### config.mk
export PLATFORM = sky130hd
export DESIGN_NAME = sce_walk
export DESIGN_NICKNAME = d
export VERILOG_FILES = /design/src/sce_pkg.sv /design/src/sce_walk.sv
export SDC_FILE = /design/constraint.sdc
export NUM_CORES = 1
export LEC_CHECK = 0
export BUFFER_PORTS_ARGS = -buffer_cell sky130_fd_sc_hd__buf_4
export CAP_MARGIN = 10
export CORE_UTILIZATION = 45
export CTS_BUF_LIST = sky130_fd_sc_hd__clkbuf_8
export DETAILED_ROUTE_END_ITERATION = 10
export PLACE_DENSITY = 0.66
export SLEW_MARGIN = 20
export SYNTH_ARGS = -nofsm -noshare
export SYNTH_HDL_FRONTEND = slang
export SYNTH_SLANG_ARGS = --single-unit
### constraint.sdc
create_clock -name clk_i -period 9.84 [get_ports clk_i]
set_input_delay 1.968 -clock clk_i [delete_from_list [all_inputs] [get_ports clk_i]]
set_output_delay 1.968 -clock clk_i [all_outputs]
set_load 0.05 [all_outputs]
### src/sce_pkg.sv
// Shared constants and types for the simplex coboundary enumerator.
package sce_pkg;

  localparam int MaxVertices  = 64;
  localparam int MaxDimension = 6;

  // Binomial table geometry: rows j = 0..MaxVertices, columns k = 0..MaxDimension+2.
  localparam int TabRows  = MaxVertices + 1;
  localparam int TabCols  = MaxDimension + 3;
  localparam int RowW     = $clog2(TabRows);
  localparam int ColW     = $clog2(TabCols);
  localparam int AddrW    = RowW + ColW;
  localparam int TabDepth = TabRows * (2 ** ColW);

  localparam int RankW   = 33;
  localparam int InRankW = 30;
  localparam int DimW    = 3;
  localparam int VcW     = 7;
  localparam int CursorW = RowW + 1;
  localparam int CountW  = $clog2(MaxVertices);
  localparam int InDataW = 40;
  localparam int OutDataW = 40;

  localparam int CfgIdxW  = 2;
  localparam int CfgDataW = 7;
  localparam logic [CfgIdxW-1:0] CfgVertexCount = 2'd0;
  localparam logic [CfgIdxW-1:0] CfgAboveOnly   = 2'd1;

  typedef struct packed {
    logic [VcW-1:0] vertex_count;
    logic           above_only;
  } cfg_t;

  typedef struct packed {
    logic [AddrW-1:0] addr_a;
    logic [AddrW-1:0] addr_b;
  } tab_req_t;

endpackage

### src/sce_walk.sv
// Cursor walk sequencer: steps j/k through the table and emits cofacet ranks.
module sce_walk (
  input  logic                          clk_i,
  input  logic                          rst_ni,
  input  sce_pkg::cfg_t                 cfg_i,
  input  logic                          tab_ready_i,
  output sce_pkg::tab_req_t             tab_req_o,
  input  logic [sce_pkg::RankW-1:0]     tab_a_i,
  input  logic [sce_pkg::RankW-1:0]     tab_b_i,
  input  logic                          in_valid_i,
  output logic                          in_ready_o,
  input  logic [sce_pkg::InRankW-1:0]   in_rank_i,
  input  logic [sce_pkg::DimW-1:0]      in_dim_i,
  output logic                          out_valid_o,
  input  logic                          out_ready_i,
  output logic [sce_pkg::RankW-1:0]     out_rank_o,
  output logic                          out_empty_o,
  output logic                          out_last_o
);

  localparam logic [2:0] StIdle = 3'd0;
  localparam logic [2:0] StChk  = 3'd1;
  localparam logic [2:0] StORd  = 3'd2;
  localparam logic [2:0] StOEv  = 3'd3;
  localparam logic [2:0] StIRd  = 3'd4;
  localparam logic [2:0] StIEv  = 3'd5;
  localparam logic [2:0] StPush = 3'd6;
  localparam logic [2:0] StDone = 3'd7;

  logic [2:0] state_q, state_d;

  logic [sce_pkg::RankW-1:0]   below_q, below_d;
  logic [sce_pkg::RankW-1:0]   above_q, above_d;
  logic [sce_pkg::RankW-1:0]   sum_q, sum_d;
  logic [sce_pkg::CursorW-1:0] j_q, j_d;   // two's complement, may reach -1
  logic [sce_pkg::ColW-1:0]    k_q, k_d;
  logic [sce_pkg::CountW-1:0]  cnt_q, cnt_d;
  logic [sce_pkg::RowW-1:0]    n_q, n_d;

  logic [sce_pkg::RankW-1:0]   pend_q, pend_d;
  logic                        pend_v_q, pend_v_d;

  logic                        ov_q, ov_d;
  logic [sce_pkg::RankW-1:0]   orank_q, orank_d;
  logic                        oempty_q, oempty_d;
  logic                        olast_q, olast_d;

  logic [sce_pkg::RowW-1:0]    n_sat;
  logic [sce_pkg::ColW-1:0]    in_k;
  logic                        accept;
  logic                        out_free;
  logic                        j_neg;
  logic                        j_ge_k;
  logic                        le;

  assign n_sat = (cfg_i.vertex_count > sce_pkg::VcW'(sce_pkg::MaxVertices))
               ? sce_pkg::RowW'(sce_pkg::MaxVertices)
               : sce_pkg::RowW'(cfg_i.vertex_count);
  assign in_k     = sce_pkg::ColW'(in_dim_i) + 1'b1;
  assign in_ready_o = (state_q == StIdle) && tab_ready_i;
  assign accept   = in_valid_i && in_ready_o;
  assign out_free = !ov_q || out_ready_i;
  assign j_neg    = j_q[sce_pkg::CursorW-1];
  assign j_ge_k   = !j_neg && (j_q[sce_pkg::CursorW-2:0] >= sce_pkg::RowW'(k_q));
  assign le       = tab_a_i <= below_q;

  always_comb begin
    if (state_q == StIdle) begin
      tab_req_o.addr_a = {n_sat, in_k};
    end else begin
      tab_req_o.addr_a = {j_q[sce_pkg::CursorW-2:0], k_q};
    end
    tab_req_o.addr_b = {j_q[sce_pkg::CursorW-2:0], k_q + 1'b1};
  end

  always_comb begin
    state_d  = state_q;
    below_d  = below_q;
    above_d  = above_q;
    sum_d    = sum_q;
    j_d      = j_q;
    k_d      = k_q;
    cnt_d    = cnt_q;
    n_d      = n_q;
    pend_d   = pend_q;
    pend_v_d = pend_v_q;
    ov_d     = ov_q && !out_ready_i;
    orank_d  = orank_q;
    oempty_d = oempty_q;
    olast_d  = olast_q;

    unique case (state_q) inside
      StIdle: begin
        if (accept) begin
          below_d = sce_pkg::RankW'(in_rank_i);
          k_d     = in_k;
          n_d     = n_sat;
          cnt_d   = '0;
          if (in_dim_i > sce_pkg::DimW'(sce_pkg::MaxDimension)) begin
            state_d = StDone;
          end else begin
            state_d = StChk;
          end
        end
      end
      StChk: begin
        // rank must lie below C(n, dim+1)
        if (below_q < tab_a_i) begin
          above_d = '0;
          j_d     = sce_pkg::CursorW'(n_q) - 1'b1;
          state_d = StORd;
        end else begin
          state_d = StDone;
        end
      end
      StORd, StIRd: begin
        if (state_q == StIRd) begin
          state_d = StIEv;
        end else if (j_ge_k && (cnt_q != '1)) begin
          state_d = StOEv;
        end else begin
          state_d = StDone;
        end
      end
      StOEv, StIEv: begin
        if (state_q == StOEv && cfg_i.above_only && le) begin
          state_d = StDone;
        end else if ((k_q != '0) && j_ge_k && le) begin
          below_d = below_q - tab_a_i;
          above_d = above_q + tab_b_i;
          j_d     = j_q - 1'b1;
          k_d     = k_q - 1'b1;
          state_d = StIRd;
        end else if (!j_ge_k) begin
          state_d = StDone;
        end else begin
          sum_d   = above_q + tab_b_i + below_q;
          j_d     = j_q - 1'b1;
          state_d = StPush;
        end
      end
      StPush: begin
        // newest rank is held back until we know whether it is the last
        if (!pend_v_q) begin
          pend_d   = sum_q;
          pend_v_d = 1'b1;
          cnt_d    = cnt_q + 1'b1;
          state_d  = StORd;
        end else if (out_free) begin
          ov_d     = 1'b1;
          orank_d  = pend_q;
          oempty_d = 1'b0;
          olast_d  = 1'b0;
          pend_d   = sum_q;
          cnt_d    = cnt_q + 1'b1;
          state_d  = StORd;
        end
      end
      StDone: begin
        if (out_free) begin
          ov_d     = 1'b1;
          orank_d  = pend_v_q ? pend_q : '0;
          oempty_d = !pend_v_q;
          olast_d  = 1'b1;
          pend_v_d = 1'b0;
          state_d  = StIdle;
        end
      end
      default: state_d = StIdle;
    endcase
  end

  always_ff @(posedge clk_i or negedge rst_ni) begin
    if (!rst_ni) begin
      state_q  <= StIdle;
      pend_v_q <= 1'b0;
      ov_q     <= 1'b0;
      cnt_q    <= '0;
    end else begin
      state_q  <= state_d;
      pend_v_q <= pend_v_d;
      ov_q     <= ov_d;
      cnt_q    <= cnt_d;
    end
  end

  always_ff @(posedge clk_i) begin
    below_q  <= below_d;
    above_q  <= above_d;
    sum_q    <= sum_d;
    j_q      <= j_d;
    k_q      <= k_d;
    n_q      <= n_d;
    pend_q   <= pend_d;
    orank_q  <= orank_d;
    oempty_q <= oempty_d;
    olast_q  <= olast_d;
  end

  assign out_valid_o = ov_q;
  assign out_rank_o  = orank_q;
  assign out_empty_o = oempty_q;
  assign out_last_o  = olast_q;

endmodule
==> run_results.csv <==
group,metric,value,unit
outcome,status,"finished clean",
synthesis,syn_nets,1496,
clock_tree,cts_resized,0,
timing,hold_viol_final,0,
power,power_density,281.4,nW/um^2
timing,finalSetupViolations,0,
die,start_util,0.4600,
timing,fin_ws,3.248,ns
clock_tree,cts_tree,"done",
synthesis,ys_types,70,
timing,final_period_minus_worst_setup_slack,6.592,ns
timing,worstMarginPinSlew,1.069,ns
clock_tree,cts-root-buf,"clkbuf_8",
job,drv_cap,0,
worst_hold_path,min-delay-path-class,"reg -> reg",
critical_path,max_stage_delay,0.46,ns
clock_tree,clock_path_buffers,2,
detailed_routing,wl_per_cell,17.40,um
finish,syn_to_final_growth,16.12,%
finish,stdcell_count,1815,
die,coreArea,27930,sq um
global_route,grt_overflow_total,0,
finish,nNetsFinal,1647,
critical_path,crit_type,"in -> reg",
timing,slew_viol_final,0,
synthesis,yosysSeqAreaShare,0.4561,
detailed_routing,vias,9826,
timing,finalClockSkew,0.02381,ns
power,p_total,4.199,mW
clock_tree,worstSkewPairLatency,0.49,ns
synthesis,netlist_instances,1273,
detailed_routing,wl,31570,um
timing,rsz0062_at_grt,"no",
timing,setup_tns,0,ns
critical_path,crit_path_end_kind,"register",
global_route,grt_first_pass_wirelength,49360,um
critical_path,cp_max_fo,4,
placement,dp_hpwl,24030,um
global_route,grt_max_degree,74,
synthesis,avgSynthCellArea,10.09,sq um
detailed_routing,drcViolationCount,0,
synthesis,synth_ff_type,"edfxtp_1",
clock_tree,clkTransAtPathRegs,0.12,ns
die,boundaryPins,171,
critical_path,required,10.09,ns
synthesis,ys_seq_elements,197,
timing,fmax,0.1517,GHz
global_route,first_global_vias,9518,
finish,final_layout_size_suffix_gt1_frac,0.1608,
synthesis,synth.cell_area,12850,sq um
placement,dp.cells,1783,
critical_path,worstPathArrival,6.84,ns
timing,relSlewSlack,0.2872,
critical_path,slowest_stage,"a311oi_1",
timing,fin_crit_sh,0.6699,
die,die_w,171.0,um
clock_tree,cts.sinks,197,
clock_tree,postCtsHoldBufs,0,
finish,n_fill_cell,2612,
placement,gp_congestion,0.9150,
placement,post-place-ws,2.802,ns
clock_tree,htreeDepth,4,
die,die_area,29230,sq um
global_route,grt_use_total,0.2212,
power,max-vdd-ir-drop,0.1691,mV
critical_path,worstPathCellList,"buf_4, ha_1, a21o_1, a21o_1, a2111oi_4, o31ai_2, a311oi_1, nor2_1, nand3_1, nand2b_1, xor2_1, ha_1, nand2_1, or3_1, or4b_1, o211ai_1, a41oi_1, a211oi_1, nand3b_1, a21oi_1, xnor2_1, xnor2_1",
power,cellLeakagePower,6.201,nW
global_route,antenna_found_initial,0,
detailed_routing,dr.pass1.iters,5,
die,rows,61,
finish,diodes,0,
placement,io_buffers,170,
synthesis,ys_warn_count,0,
synthesis,synth_edf_count,186,
clock_tree,post-cts-setup-buffers,0,
detailed_routing,avgViaCountPerCell,5.414,
synthesis,async_flop_share,0.05584,
die,die_y,171.0,um
detailed_routing,initialDrtViolationCount,634,
clock_tree,cts_buffers,17,
critical_path,critPathLaunchType,"input port",
detailed_routing,ant_nets,0,
## layout make-up
type	instances	area, sq um	share of cell area
clock inverters	15	176.4	0.01182
clock buffers	17	234.0	0.01568
repair buffers	178	1336	0.08955
multi-input cells	956	6564	0.4399
well taps	378	473.0	0.03170
flip-flops and latches	197	5861	0.3928
inverters	74	277.8	0.01861
## registers in the layout (all words and copies together), names as in the netlist
name and flops:
out_empty_o 1, out_rank_o 33, pend_v_q 1, out_valid_o 1, below_q 33, state_q 3
n_q 7, above_q 33, out_last_o 1, k_q 4, j_q 8, cnt_q 6
pend_q 33, sum_q 33
## worst paths after layout
kind                                          start                     end  slack, ns  cells past startpoint
max in group asynchronous                    rst_ni  state_q[2]$_DFFE_PN0P_       8.38                      1
min in group asynchronous                    rst_ni    cnt_q[3]$_DFFE_PN0P_       1.29                      1
setup / recovery                         tab_b_i[1]     sum_q[32]$_DFFE_PP_       3.25                     22
hold reg to reg                  sum_q[9]$_DFFE_PP_     pend_q[9]$_DFFE_PP_       0.42                      0
hold / removal                   sum_q[9]$_DFFE_PP_     pend_q[9]$_DFFE_PP_       0.42                      0
setup reg to reg           above_q[1]$_SDFFCE_PP0P_     sum_q[32]$_DFFE_PP_       4.40                     21
## worst max-delay path: cells and delay by family
kind,cells,cell delay (ns)
adders and majority gates,2,0.63
xor gates and xnor gates,3,0.42
and+or+nand+nor,7,1.39
buffers and inverters,1,0.12
AOI/OAI and AO/OA,9,2.30
## cell usage after synthesis, types with 7 or more instances
library cell    n  area [sq um]
a21o_1         45         337.8
and2_1         71         444.2
a31oi_1        13         81.33
and3_1         11         68.82
nand2b_1       14         87.58
a21oi_1       100         500.5
o21a_1         14         105.1
nand4_1        10         62.56
ha_1          108          1351
xnor2_1        59         516.8
edfxtp_1      186          5585
nor3_1         27         135.1
mux2i_1         7         70.07
a211oi_1       16         120.1
nor2b_1        20         125.1
dfrtp_1        11         275.3
buf_4           9         67.56
o21ai_0        92         460.4
clkbuf_1       34         127.6
nor2_1         71         266.5
nand2_1       115         431.7
xor2_1         38         332.8
inv_1          74         277.8
nand3_1        23         115.1
o21bai_1       17         127.6
## logic make-up (layout without fill, tap and decap cells)
logic type      count (synthesis)  in the layout  synth area share
simple gates                  391            391            0.1519
compound gates                347            347            0.1702
flops                         197            197            0.4561
buf+inv                       120            284           0.03788
fa+ha+maj                     112            112            0.1106
xor+xnor                       97             97           0.06612
mux                             9              9          0.007206
## stage by stage
stage | utilization | hold slack (ns) | instance area [sq um]
4_1_cts | 0.5340 | 0.4146 | 14920
6_report | 0.5342 | 0.4171 | 14920
3_3_place_gp | 0.5193 | 0.4007 | 14510
5_1_grt | 0.5342 | 0.4201 | 14920
3_5_place_dp | 0.5193 | 0.4045 | 14510
2_1_floorplan | - | 0.4003 | 12850
## report_power, final
part           switching, mW  internal (mW)
sequential             0.122           1.32
clock                  0.352          0.197
combinational           1.41          0.798
total                   1.88           2.32
## placed cells by master, fill, tap and decap left out, drive strengths merged, types with 16 or more instances in the layout
cell / n
xor2: 38
and2: 71
edfxtp: 186
nor2: 71
nand2: 115
o21ai: 94
nor3: 27
xnor2: 59
o21bai: 17
nor2b: 20
clkbuf: 17
a211oi: 16
inv: 83
ha: 108
buf: 178
a21oi: 100
a21o: 45
nand3: 23
## routing by layer
metal,vias up,global-route usage,part of all wire
met5,-,0,0
met4,0,0.05862,0.016
met3,27,0.02406,0.036
met2,225,0.3814,0.49
met1,4640,0.2943,0.46
li1,4934,-,-
No activity file was read; power rests on OpenSTA's default activity.
